--- src/qse_pkg.sv ---
package qse_pkg;

  // configuration port geometry
  localparam int ADDR_W = 3;
  localparam logic REG_COUNT_SCALE = 1'b0;

  // arithmetic constants, all positive and 21-bit signed friendly
  localparam logic [20:0] US_PER_S            = 21'd1000000;
  localparam logic [20:0] ALPHA_Q16           = 21'd19661;
  localparam logic [20:0] ONE_MINUS_ALPHA_Q16 = 21'd45875;
  localparam logic [53:0] ROUND_HALF          = 54'd32768;

  // divider: numerator is the 84-bit product shifted down by 16
  localparam int NUM_W = 68;
  localparam int CNT_W = 7;
  localparam logic [CNT_W-1:0] DIV_LAST_IDX = CNT_W'(NUM_W - 1);

  // request codes
  localparam logic REQ_PIN  = 1'b0;
  localparam logic REQ_TICK = 1'b1;

  typedef struct packed {
    logic        req_type;
    logic        enc_a_level;
    logic        enc_b_level;
    logic [15:0] period_us;
  } in_item_t;

  typedef struct packed {
    logic signed [31:0] position_count;
    logic signed [31:0] velocity_q16;
    logic               velocity_updated;
  } out_item_t;

  typedef enum logic [3:0] {
    ST_IDLE,
    ST_MUL_P,
    ST_MUL_LO,
    ST_MUL_HI,
    ST_DIV,
    ST_SAT,
    ST_FILT_A,
    ST_FILT_B,
    ST_FINISH
  } state_e;

  typedef enum logic [3:0] {
    OP_NONE,
    OP_MUL_P,
    OP_MUL_LO,
    OP_MUL_HI,
    OP_DIV,
    OP_SAT,
    OP_FILT_A,
    OP_FILT_B,
    OP_FINISH
  } dp_op_e;

  typedef struct packed {
    logic   accept;
    dp_op_e op;
  } ctrl_cmd_t;

  typedef struct packed {
    logic slow_item;
    logic div_last;
  } dp_status_t;

endpackage

--- src/qse_chan_if.sv ---
interface qse_chan_if #(
  parameter type payload_t = logic
) ();
  logic     valid;
  logic     ready;
  payload_t data;

  modport source (output valid, output data, input ready);
  modport sink   (input valid, input data, output ready);
endinterface

--- src/qse_apb_regs.sv ---
module qse_apb_regs (
  input  logic                        clk_i,
  input  logic                        rst_ni,
  input  logic                        psel,
  input  logic                        penable,
  input  logic                        pwrite,
  input  logic [qse_pkg::ADDR_W-1:0]  paddr,
  input  logic [31:0]                 pwdata,
  output logic [31:0]                 prdata,
  output logic                        pready,
  output logic [31:0]                 count_scale_o
);

  logic [31:0] count_scale_q, count_scale_d;
  logic        wr_en;

  assign pready = 1'b1;
  assign wr_en  = psel && penable && pwrite;

  // register write decode
  always_comb begin
    count_scale_d = count_scale_q;
    if (wr_en && (paddr[qse_pkg::ADDR_W-1] == qse_pkg::REG_COUNT_SCALE)) begin
      count_scale_d = pwdata;
    end
  end

  always_ff @(posedge clk_i or negedge rst_ni) begin
    if (!rst_ni) begin
      count_scale_q <= '0;
    end else begin
      count_scale_q <= count_scale_d;
    end
  end

  // read mux
  always_comb begin
    unique case (paddr[qse_pkg::ADDR_W-1])
      qse_pkg::REG_COUNT_SCALE: prdata = count_scale_q;
      default:                  prdata = '0;
    endcase
  end

  assign count_scale_o = count_scale_q;

endmodule

--- src/qse_ctrl.sv ---
module qse_ctrl (
  input  logic                clk_i,
  input  logic                rst_ni,
  input  logic                in_valid_i,
  output logic                in_ready_o,
  output logic                out_valid_o,
  input  logic                out_ready_i,
  input  qse_pkg::dp_status_t status_i,
  output qse_pkg::ctrl_cmd_t  cmd_o
);

  qse_pkg::state_e state_q, state_d;
  logic            out_valid_q, out_valid_d;
  logic            accept;
  logic            fast_load;

  // take an item only when idle and the output slot is free or draining
  assign in_ready_o  = (state_q == qse_pkg::ST_IDLE) && (!out_valid_q || out_ready_i);
  assign accept      = in_valid_i && in_ready_o;
  assign fast_load   = accept && !status_i.slow_item;
  assign out_valid_o = out_valid_q;

  // next state
  always_comb begin
    state_d = state_q;
    unique case (state_q)
      qse_pkg::ST_IDLE:   if (accept && status_i.slow_item) begin
        state_d = qse_pkg::ST_MUL_P;
      end
      qse_pkg::ST_MUL_P:  state_d = qse_pkg::ST_MUL_LO;
      qse_pkg::ST_MUL_LO: state_d = qse_pkg::ST_MUL_HI;
      qse_pkg::ST_MUL_HI: state_d = qse_pkg::ST_DIV;
      qse_pkg::ST_DIV:    if (status_i.div_last) begin
        state_d = qse_pkg::ST_SAT;
      end
      qse_pkg::ST_SAT:    state_d = qse_pkg::ST_FILT_A;
      qse_pkg::ST_FILT_A: state_d = qse_pkg::ST_FILT_B;
      qse_pkg::ST_FILT_B: state_d = qse_pkg::ST_FINISH;
      qse_pkg::ST_FINISH: state_d = qse_pkg::ST_IDLE;
      default:            state_d = qse_pkg::ST_IDLE;
    endcase
  end

  // datapath commands
  always_comb begin
    cmd_o.accept = accept;
    unique case (state_q)
      qse_pkg::ST_MUL_P:  cmd_o.op = qse_pkg::OP_MUL_P;
      qse_pkg::ST_MUL_LO: cmd_o.op = qse_pkg::OP_MUL_LO;
      qse_pkg::ST_MUL_HI: cmd_o.op = qse_pkg::OP_MUL_HI;
      qse_pkg::ST_DIV:    cmd_o.op = qse_pkg::OP_DIV;
      qse_pkg::ST_SAT:    cmd_o.op = qse_pkg::OP_SAT;
      qse_pkg::ST_FILT_A: cmd_o.op = qse_pkg::OP_FILT_A;
      qse_pkg::ST_FILT_B: cmd_o.op = qse_pkg::OP_FILT_B;
      qse_pkg::ST_FINISH: cmd_o.op = qse_pkg::OP_FINISH;
      default:            cmd_o.op = qse_pkg::OP_NONE;
    endcase
  end

  // output slot occupancy
  always_comb begin
    out_valid_d = out_valid_q;
    if (fast_load || (state_q == qse_pkg::ST_FINISH)) begin
      out_valid_d = 1'b1;
    end else if (out_ready_i) begin
      out_valid_d = 1'b0;
    end
  end

  always_ff @(posedge clk_i or negedge rst_ni) begin
    if (!rst_ni) begin
      state_q     <= qse_pkg::ST_IDLE;
      out_valid_q <= 1'b0;
    end else begin
      state_q     <= state_d;
      out_valid_q <= out_valid_d;
    end
  end

endmodule

--- src/qse_datapath.sv ---
module qse_datapath (
  input  logic                clk_i,
  input  logic                rst_ni,
  input  qse_pkg::ctrl_cmd_t  cmd_i,
  output qse_pkg::dp_status_t status_o,
  input  qse_pkg::in_item_t   in_data_i,
  input  logic [31:0]         count_scale_i,
  output qse_pkg::out_item_t  out_data_o
);

  localparam int NW = qse_pkg::NUM_W;

  // architectural state
  logic [31:0]        edge_q, edge_d;
  logic [31:0]        last_tick_q, last_tick_d;
  logic               last_a_q, last_a_d;
  logic               primed_q, primed_d;
  logic signed [31:0] filt_q, filt_d;

  // working registers of a velocity update
  logic                   neg_q;
  logic [31:0]            magd_q;
  logic [15:0]            period_q;
  logic [63:0]            prod_q;
  logic signed [53:0]     acc_q;
  logic [NW-1:0]          num_q;
  logic [15:0]            rem_q;
  logic [qse_pkg::CNT_W-1:0] cnt_q;
  logic signed [32:0]     raw_q;
  qse_pkg::out_item_t     out_q;

  logic               is_tick;
  logic               fast_load;
  logic               slow_start;
  logic [31:0]        delta;
  logic signed [32:0] mb_a;
  logic signed [20:0] mb_b;
  logic signed [53:0] mb_p;
  logic [83:0]        x_sum;
  logic [16:0]        trial;
  logic               ge;
  logic [16:0]        trial_diff;
  logic [31:0]        lim;
  logic               over;
  logic [31:0]        mag;
  logic [37:0]        sh;
  logic signed [31:0] vel_new;

  assign is_tick    = (in_data_i.req_type == qse_pkg::REQ_TICK);
  assign status_o.slow_item = is_tick && (in_data_i.period_us != 16'd0);
  assign status_o.div_last  = (cnt_q == '0);
  assign fast_load  = cmd_i.accept && !status_o.slow_item;
  assign slow_start = cmd_i.accept && status_o.slow_item;
  assign delta      = edge_q - last_tick_q;

  // quadrature decode and tick baseline
  always_comb begin
    edge_d      = edge_q;
    last_tick_d = last_tick_q;
    last_a_d    = last_a_q;
    primed_d    = primed_q;
    if (cmd_i.accept) begin
      if (is_tick) begin
        last_tick_d = edge_q;
      end else if (!primed_q) begin
        last_a_d = in_data_i.enc_a_level;
        primed_d = 1'b1;
      end else if (in_data_i.enc_a_level != last_a_q) begin
        last_a_d = in_data_i.enc_a_level;
        if (in_data_i.enc_a_level != in_data_i.enc_b_level) begin
          edge_d = edge_q + 32'd1;
        end else begin
          edge_d = edge_q - 32'd1;
        end
      end
    end
  end

  // shared signed multiplier, operands chosen by step
  always_comb begin
    unique case (cmd_i.op)
      qse_pkg::OP_MUL_HI: begin
        mb_a = $signed({1'b0, prod_q[63:32]});
        mb_b = $signed(qse_pkg::US_PER_S);
      end
      qse_pkg::OP_FILT_A: begin
        mb_a = raw_q;
        mb_b = $signed(qse_pkg::ALPHA_Q16);
      end
      qse_pkg::OP_FILT_B: begin
        mb_a = $signed({filt_q[31], filt_q});
        mb_b = $signed(qse_pkg::ONE_MINUS_ALPHA_Q16);
      end
      default: begin
        mb_a = $signed({1'b0, prod_q[31:0]});
        mb_b = $signed(qse_pkg::US_PER_S);
      end
    endcase
  end

  assign mb_p = mb_a * mb_b;

  // full product assembly, low partial held in acc
  assign x_sum = {mb_p[51:0], 32'd0} + {32'd0, acc_q[51:0]};

  // restoring divider step
  assign trial      = {rem_q, num_q[NW-1]};
  assign ge         = (trial >= {1'b0, period_q});
  assign trial_diff = trial - {1'b0, period_q};

  // magnitude saturation
  assign lim  = neg_q ? 32'h8000_0000 : 32'h7FFF_FFFF;
  assign over = (|num_q[NW-1:32]) || (num_q[31:0] > lim);
  assign mag  = over ? lim : num_q[31:0];

  // floor shift of the blended sum and clamp
  assign sh = acc_q[53:16];
  always_comb begin
    if (!sh[37] && (|sh[36:31])) begin
      vel_new = 32'sh7FFF_FFFF;
    end else if (sh[37] && !(&sh[36:31])) begin
      vel_new = 32'sh8000_0000;
    end else begin
      vel_new = $signed(sh[31:0]);
    end
  end

  assign filt_d = (cmd_i.op == qse_pkg::OP_FINISH) ? vel_new : filt_q;

  always_ff @(posedge clk_i or negedge rst_ni) begin
    if (!rst_ni) begin
      edge_q      <= '0;
      last_tick_q <= '0;
      last_a_q    <= 1'b0;
      primed_q    <= 1'b0;
      filt_q      <= '0;
    end else begin
      edge_q      <= edge_d;
      last_tick_q <= last_tick_d;
      last_a_q    <= last_a_d;
      primed_q    <= primed_d;
      filt_q      <= filt_d;
    end
  end

  // working registers
  always_ff @(posedge clk_i) begin
    if (slow_start) begin
      neg_q    <= delta[31];
      magd_q   <= delta[31] ? (32'd0 - delta) : delta;
      period_q <= in_data_i.period_us;
    end
    unique case (cmd_i.op)
      qse_pkg::OP_MUL_P: begin
        prod_q <= magd_q * count_scale_i;
      end
      qse_pkg::OP_MUL_LO: begin
        acc_q <= mb_p;
      end
      qse_pkg::OP_MUL_HI: begin
        num_q <= x_sum[83:16];
        rem_q <= '0;
        cnt_q <= qse_pkg::DIV_LAST_IDX;
      end
      qse_pkg::OP_DIV: begin
        num_q <= {num_q[NW-2:0], ge};
        rem_q <= ge ? trial_diff[15:0] : trial[15:0];
        cnt_q <= cnt_q - 1'b1;
      end
      qse_pkg::OP_SAT: begin
        raw_q <= neg_q ? -$signed({1'b0, mag}) : $signed({1'b0, mag});
      end
      qse_pkg::OP_FILT_A: begin
        acc_q <= mb_p + $signed(qse_pkg::ROUND_HALF);
      end
      qse_pkg::OP_FILT_B: begin
        acc_q <= acc_q + mb_p;
      end
      default: begin
      end
    endcase
  end

  // result register
  always_ff @(posedge clk_i) begin
    if (fast_load) begin
      out_q.position_count   <= $signed(edge_d);
      out_q.velocity_q16     <= filt_q;
      out_q.velocity_updated <= 1'b0;
    end else if (cmd_i.op == qse_pkg::OP_FINISH) begin
      out_q.position_count   <= $signed(edge_q);
      out_q.velocity_q16     <= vel_new;
      out_q.velocity_updated <= 1'b1;
    end
  end

  assign out_data_o = out_q;

endmodule

--- src/quadrature_speed_estimator.sv ---
// channel      | role   | handshake      | payload
// in_chan_i    | sink   | valid / ready  | req_type, enc_a_level, enc_b_level, period_us
// out_chan_o   | source | valid / ready  | position_count, velocity_q16, velocity_updated
// apb          | slave  | psel / penable | count_scale at byte address 0
//
// pin samples and zero-period ticks are done on acceptance; the result shows the next cycle
// other ticks run the 32x32 multiply, then the 68-step bit-serial divider,
// then the shared multiplier steps of the filter
// reset clears count, tick baseline, filter and priming; no clearing pass
// input stalls while a result waits untaken or a tick is being worked on
module quadrature_speed_estimator (
  input  logic                       clk_i,
  input  logic                       rst_ni,
  qse_chan_if.sink                   in_chan_i,
  qse_chan_if.source                 out_chan_o,
  input  logic                       psel,
  input  logic                       penable,
  input  logic                       pwrite,
  input  logic [qse_pkg::ADDR_W-1:0] paddr,
  input  logic [31:0]                pwdata,
  output logic [31:0]                prdata,
  output logic                       pready
);

  logic                count_scale;
  logic [31:0]         count_scale_w;
  qse_pkg::ctrl_cmd_t  cmd;
  qse_pkg::dp_status_t status;
  qse_pkg::in_item_t   in_data;
  qse_pkg::out_item_t  out_data;
  logic                in_ready;
  logic                out_valid;

  assign count_scale = |count_scale_w;
  assign in_data     = in_chan_i.data;

  // configuration registers
  qse_apb_regs u_regs (
    .clk_i         (clk_i),
    .rst_ni        (rst_ni),
    .psel          (psel),
    .penable       (penable),
    .pwrite        (pwrite),
    .paddr         (paddr),
    .pwdata        (pwdata),
    .prdata        (prdata),
    .pready        (pready),
    .count_scale_o (count_scale_w)
  );

  // sequencing
  qse_ctrl u_ctrl (
    .clk_i       (clk_i),
    .rst_ni      (rst_ni),
    .in_valid_i  (in_chan_i.valid),
    .in_ready_o  (in_ready),
    .out_valid_o (out_valid),
    .out_ready_i (out_chan_o.ready),
    .status_i    (status),
    .cmd_o       (cmd)
  );

  // decode, scaling, division and filter
  qse_datapath u_dp (
    .clk_i         (clk_i),
    .rst_ni        (rst_ni),
    .cmd_i         (cmd),
    .status_o      (status),
    .in_data_i     (in_data),
    .count_scale_i (count_scale ? count_scale_w : 32'd0),
    .out_data_o    (out_data)
  );

  assign in_chan_i.ready  = in_ready;
  assign out_chan_o.valid = out_valid;
  assign out_chan_o.data  = out_data;

endmodule

--- src/flat_wrapper.sv ---
// flat-port wrapper written by rule: the top's interface ports become plain ports
module quadrature_speed_estimator_flat 
  (clk_i, rst_ni, psel, penable, pwrite, paddr, pwdata, prdata, pready, in_chan_i_valid, in_chan_i_data, in_chan_i_ready, out_chan_o_valid, out_chan_o_data, out_chan_o_ready);
  qse_chan_if in_chan_i_i ();
  qse_chan_if out_chan_o_i ();
  input  logic clk_i;
  input  logic rst_ni;
  input  logic psel;
  input  logic penable;
  input  logic pwrite;
  input  logic [qse_pkg::ADDR_W-1:0] paddr;
  input  logic [31:0] pwdata;
  output logic [31:0] prdata;
  output logic pready;
  input wire logic [$bits(in_chan_i_i.valid)-1:0] in_chan_i_valid;
  input wire logic [$bits(in_chan_i_i.data)-1:0] in_chan_i_data;
  output wire logic [$bits(in_chan_i_i.ready)-1:0] in_chan_i_ready;
  output wire logic [$bits(out_chan_o_i.valid)-1:0] out_chan_o_valid;
  output wire logic [$bits(out_chan_o_i.data)-1:0] out_chan_o_data;
  input wire logic [$bits(out_chan_o_i.ready)-1:0] out_chan_o_ready;
  assign in_chan_i_i.valid = in_chan_i_valid;
  assign in_chan_i_i.data = in_chan_i_data;
  assign in_chan_i_ready = in_chan_i_i.ready;
  assign out_chan_o_valid = out_chan_o_i.valid;
  assign out_chan_o_data = out_chan_o_i.data;
  assign out_chan_o_i.ready = out_chan_o_ready;
  quadrature_speed_estimator u_core (.clk_i(clk_i), .rst_ni(rst_ni), .in_chan_i(in_chan_i_i), .out_chan_o(out_chan_o_i), .psel(psel), .penable(penable), .pwrite(pwrite), .paddr(paddr), .pwdata(pwdata), .prdata(prdata), .pready(pready));
endmodule
--- config.mk ---
export PLATFORM = sky130hd
export DESIGN_NAME = quadrature_speed_estimator_flat
export DESIGN_NICKNAME = d
export VERILOG_FILES = /design/src/qse_pkg.sv /design/src/qse_chan_if.sv /design/src/qse_apb_regs.sv /design/src/qse_ctrl.sv /design/src/qse_datapath.sv /design/src/quadrature_speed_estimator.sv /design/src/flat_wrapper.sv
export SDC_FILE = /design/constraint.sdc
export NUM_CORES = 1
export LEC_CHECK = 0
export CAP_MARGIN = 20
export CORE_MARGIN = 5
export CORE_UTILIZATION = 62
export CTS_CLUSTER_DIAMETER = 30
export DETAILED_ROUTE_END_ITERATION = 12
export DONT_BUFFER_PORTS = 1
export PLACE_DENSITY_LB_ADDON = 0.1
export SETUP_SLACK_MARGIN = 0.1
export SLEW_MARGIN = 10
export SYNTH_ARGS = -nofsm -noshare
export SYNTH_HDL_FRONTEND = slang
export SYNTH_SLANG_ARGS = --single-unit
--- constraint.sdc ---
create_clock -name clk_i -period 2 [get_ports clk_i]
set_clock_uncertainty 0.1 [all_clocks]
set_input_delay 0.4 -clock clk_i [delete_from_list [all_inputs] [get_ports clk_i]]
set_output_delay 0.4 -clock clk_i [all_outputs]
set_load 0.01 [all_outputs]
==> impl_metrics.yaml <==
synthesis:
  synth_cell_types: 31
  synth-edff-count: 7
  netlist_area_mm2: 0.002037
  synthesis.nets: 209
  synth.yosys.warnings: 0
  avgSynthCellArea_um2: 12.42
  seq_area_frac_synth_pct: 56.76
  ys_seq_elements: 45
  ys_top_cells_by_area: "dfrtp_1 (45%), mux2_2 (18%), edfxtp_1 (10%)"
  synthCells: 164
  synth_top_cell_area_share_pct: 45.45
  synth_top_flop_cell: "dfrtp_1"
  synth_top_area_cell: "dfrtp_1"
  async_flop_share_pct: 82.22
layout:
  final_cell_mix: "dfrtp_1 (34), nor2b_1 (32), mux2_2 (32)"
  synthToLayoutAreaGrowth_pct: 7.985
  drive_above_1_share_pct: 29.59
  regArea_mm2: 0.001160
  stdcell_area_mm2: 0.002200
  final_common_cell: "dfrtp_1"
  n_antenna_cell: 0
  nets: 213
  fillers: 257
  multi_input_area_um2: 842.1
routing:
  routed_wl_mm: 3.628
  drt_iter0_markers: 38
  wl_per_cell_um: 17.03
  drc: 0
  vias: 1249
  detail_route.vias_per_cell: 5.864
  ant_nets: 0
  firstDrtPassIters: 4
clock_tree:
  cts_made_buffers: 5
  numClockSinks: 45
  clkLatencyLatePin_ns: 0.35
  clk_path_buf_depth: 2
  clk_pin_slew_ns: 0.13
  htree_levels: 2
  root_buffer: "clkbuf_4"
  cts_tree: "yes"
worst_setup_path:
  r2r-end: "u_core.u_dp.cnt_q[5]"
  r2r_setup_slack_ns: 0.28
  worstPathArrival_ns: 1.29
  rr_worst_depth: 3
  worstPathCellList: "nor3_4, nand2_1, nor2_2"
  crit_required_ns: 1.50
  cpMaxStageDelayCell: "dfrtp_2"
  r2r_start: "u_core.u_dp.cnt_q[2]"
  critPathCaptureType: "primary output"
  crit_type: "reg2out"
  worst-path-max-fanout: 6
  critPathMaxStageDelay_ns: 0.47
  cp-start-kind: "flop"
grt:
  grt_max_degree: 38
  grt_overflow: 0
  grt_antenna_before_repair: 0
  grt_pass1_vias: 1253
  grt_pass1_wl_mm: 5.609
  track_usage_pct: 16.93
power:
  p_clk_share_pct: 25.2
  switching_share_pct: 24.37
  p_int_mw: 1.451
  power.switching_mw: 0.4674
  share_comb_of_total_power_pct: 16.1
  ir_worst_vdd_v: 0.0004891
  p_leak_nw: 0.9058
  power_frac_seq_pct: 58.7
  power_density_mw_per_mm2: 872.0
sta:
  whs_ns: 0.08791
  finalCritPeriodShare_pct: 89.46
  setup_viol: 0
  final.setup.tns_ns: 0
  finalCriticalPeriod_ns: 1.789
  hold_viol: 0
  slew_violations: 0
  rsz0062_at_grt: "no"
  fmax_ghz: 0.5589
min_path:
  hold_start: "pwdata[2]"
  holdPathStages: 1
  whs_endpoint: "u_core.u_regs.count_scale_o[2]"
  hp-class: "in2reg"
placed_design:
  gp_congestion: 0.7523
  io_buffers: 0
  place_area_mm2: 0.002073
  place_hpwl_mm: 2.698
die:
  dieArea_mm2: 0.004532
  die_w_um: 67.32
  io_pins: 79
  rows: 20
  die_h_um: 67.32
  start_util_pct: 65.65
  core_mm2: 0.003103
run_status:
  status: "complete, no violations"
job:
  drv_cap: 0
-- cells in the mapped netlist, types with 2 or more instances --
cell       n
dfrtp_1   37
mux2_2    32
nor2b_1   32
edfxtp_1   7
nor2_1     7
clkbuf_1   5
nand2_1    5
a21oi_1    3
buf_2      3
inv_1      3
o21ai_0    3
xnor2_1    3
ha_1       2
nand2b_1   2
nor3_1     2
nor3b_1    2
nor4_1     2
-- metal layers --
metal	track usage (%)	wire (um)
met1	17.83	1336
met2	29.08	1834
met3	8.319	389
met4	6.329	67
met5	0	0
-- registers in the layout (all words and copies together) (netlist names) --
name                         cells
u_core.u_dp.cnt_q                7
u_core.u_dp.out_data_o           1
u_core.u_ctrl.state_q            4
u_core.u_regs.count_scale_o     32
u_core.u_ctrl.out_valid_o        1
-- power by group through the flow --
stage | Sequential [mW] | Combinational [mW] | Clock, mW
5_1_grt | 1.14 | 0.340 | 0.556
3_3_place_gp | 1.14 | 0.286 | 0
4_1_cts | 1.13 | 0.317 | 0.502
2_1_floorplan | 1.13 | 0.271 | 0
3_5_place_dp | 1.15 | 0.296 | 0
6_report | 1.13 | 0.309 | 0.483
-- worst max path at each step --
stage / start / end / slack, ns / cells after the start
2_1_floorplan: u_core.u_ctrl.state_q[0] / u_core.u_dp.cnt_q[0] / 0.39 / 4
3_3_place_gp: u_core.u_dp.cnt_q[2] / u_core.u_dp.cnt_q[5] / 0.37 / 3
3_5_place_dp: u_core.u_dp.cnt_q[2] / u_core.u_dp.cnt_q[5] / 0.33 / 3
4_1_cts: u_core.u_ctrl.state_q[0] / in_chan_i_ready / 0.12 / 3
5_1_grt: u_core.u_ctrl.state_q[0] / in_chan_i_ready / 0.10 / 3
6_report: u_core.u_ctrl.state_q[0] / in_chan_i_ready / 0.21 / 3
-- critical path, delay by kind of cell, from the launching register on --
kind / cells / cell delay (ns)
AND/OR/NAND/NOR: 3 / 0.47
flip-flops: 1 / 0.47
-- final cells by class --
type,count,area share [%]
multi-input cells,107,38.28
well taps,44,2.503
clock buffers,7,3.015
repair buffers,6,2.730
inverters,3,0.5119
flip-flops and latches,45,52.73
clock inverters,1,0.2275
-- stage by stage --
step           instances  power (mW)  util [%]  setup WS [ns]
2_1_floorplan        164       1.397         -         0.3907
3_3_place_gp         202       1.422     66.81         0.3664
3_5_place_dp         202       1.444     66.81         0.3283
4_1_cts              212       1.946     70.44         0.1216
5_1_grt              213       2.040     70.89         0.1014
6_report             213       1.918     70.89         0.2107
-- cells by family (layout without fill, tap and decap cells) --
logic type                 after synthesis  count (layout)  share of synthesized area, %
adders and majority gates                2               2                         1.228
buffers and inverters                   12              17                         2.580
DFF                                     45              45                         56.76
AOI/OAI and AO/OA                       10              10                         3.010
other                                    1               1                        0.1841
xor gates and xnor gates                 4               4                         1.720
and+or+nand+nor                         58              58                         16.83
muxes                                   32              32                         17.69
-- repair_timing --
| item | CTS | global route |
|---|---|---|
| setup endpoints to repair | 1 | 1 |
| hold buffers | 2 | 0 |
| resized for setup | 2 | 4 |
| setup buffers | 0 | 1 |
| hold endpoints to repair | 37 | 0 |
| pin swaps | 0 | 0 |
| gates cloned | 0 | 0 |
(Power assumes the default switching activity.)
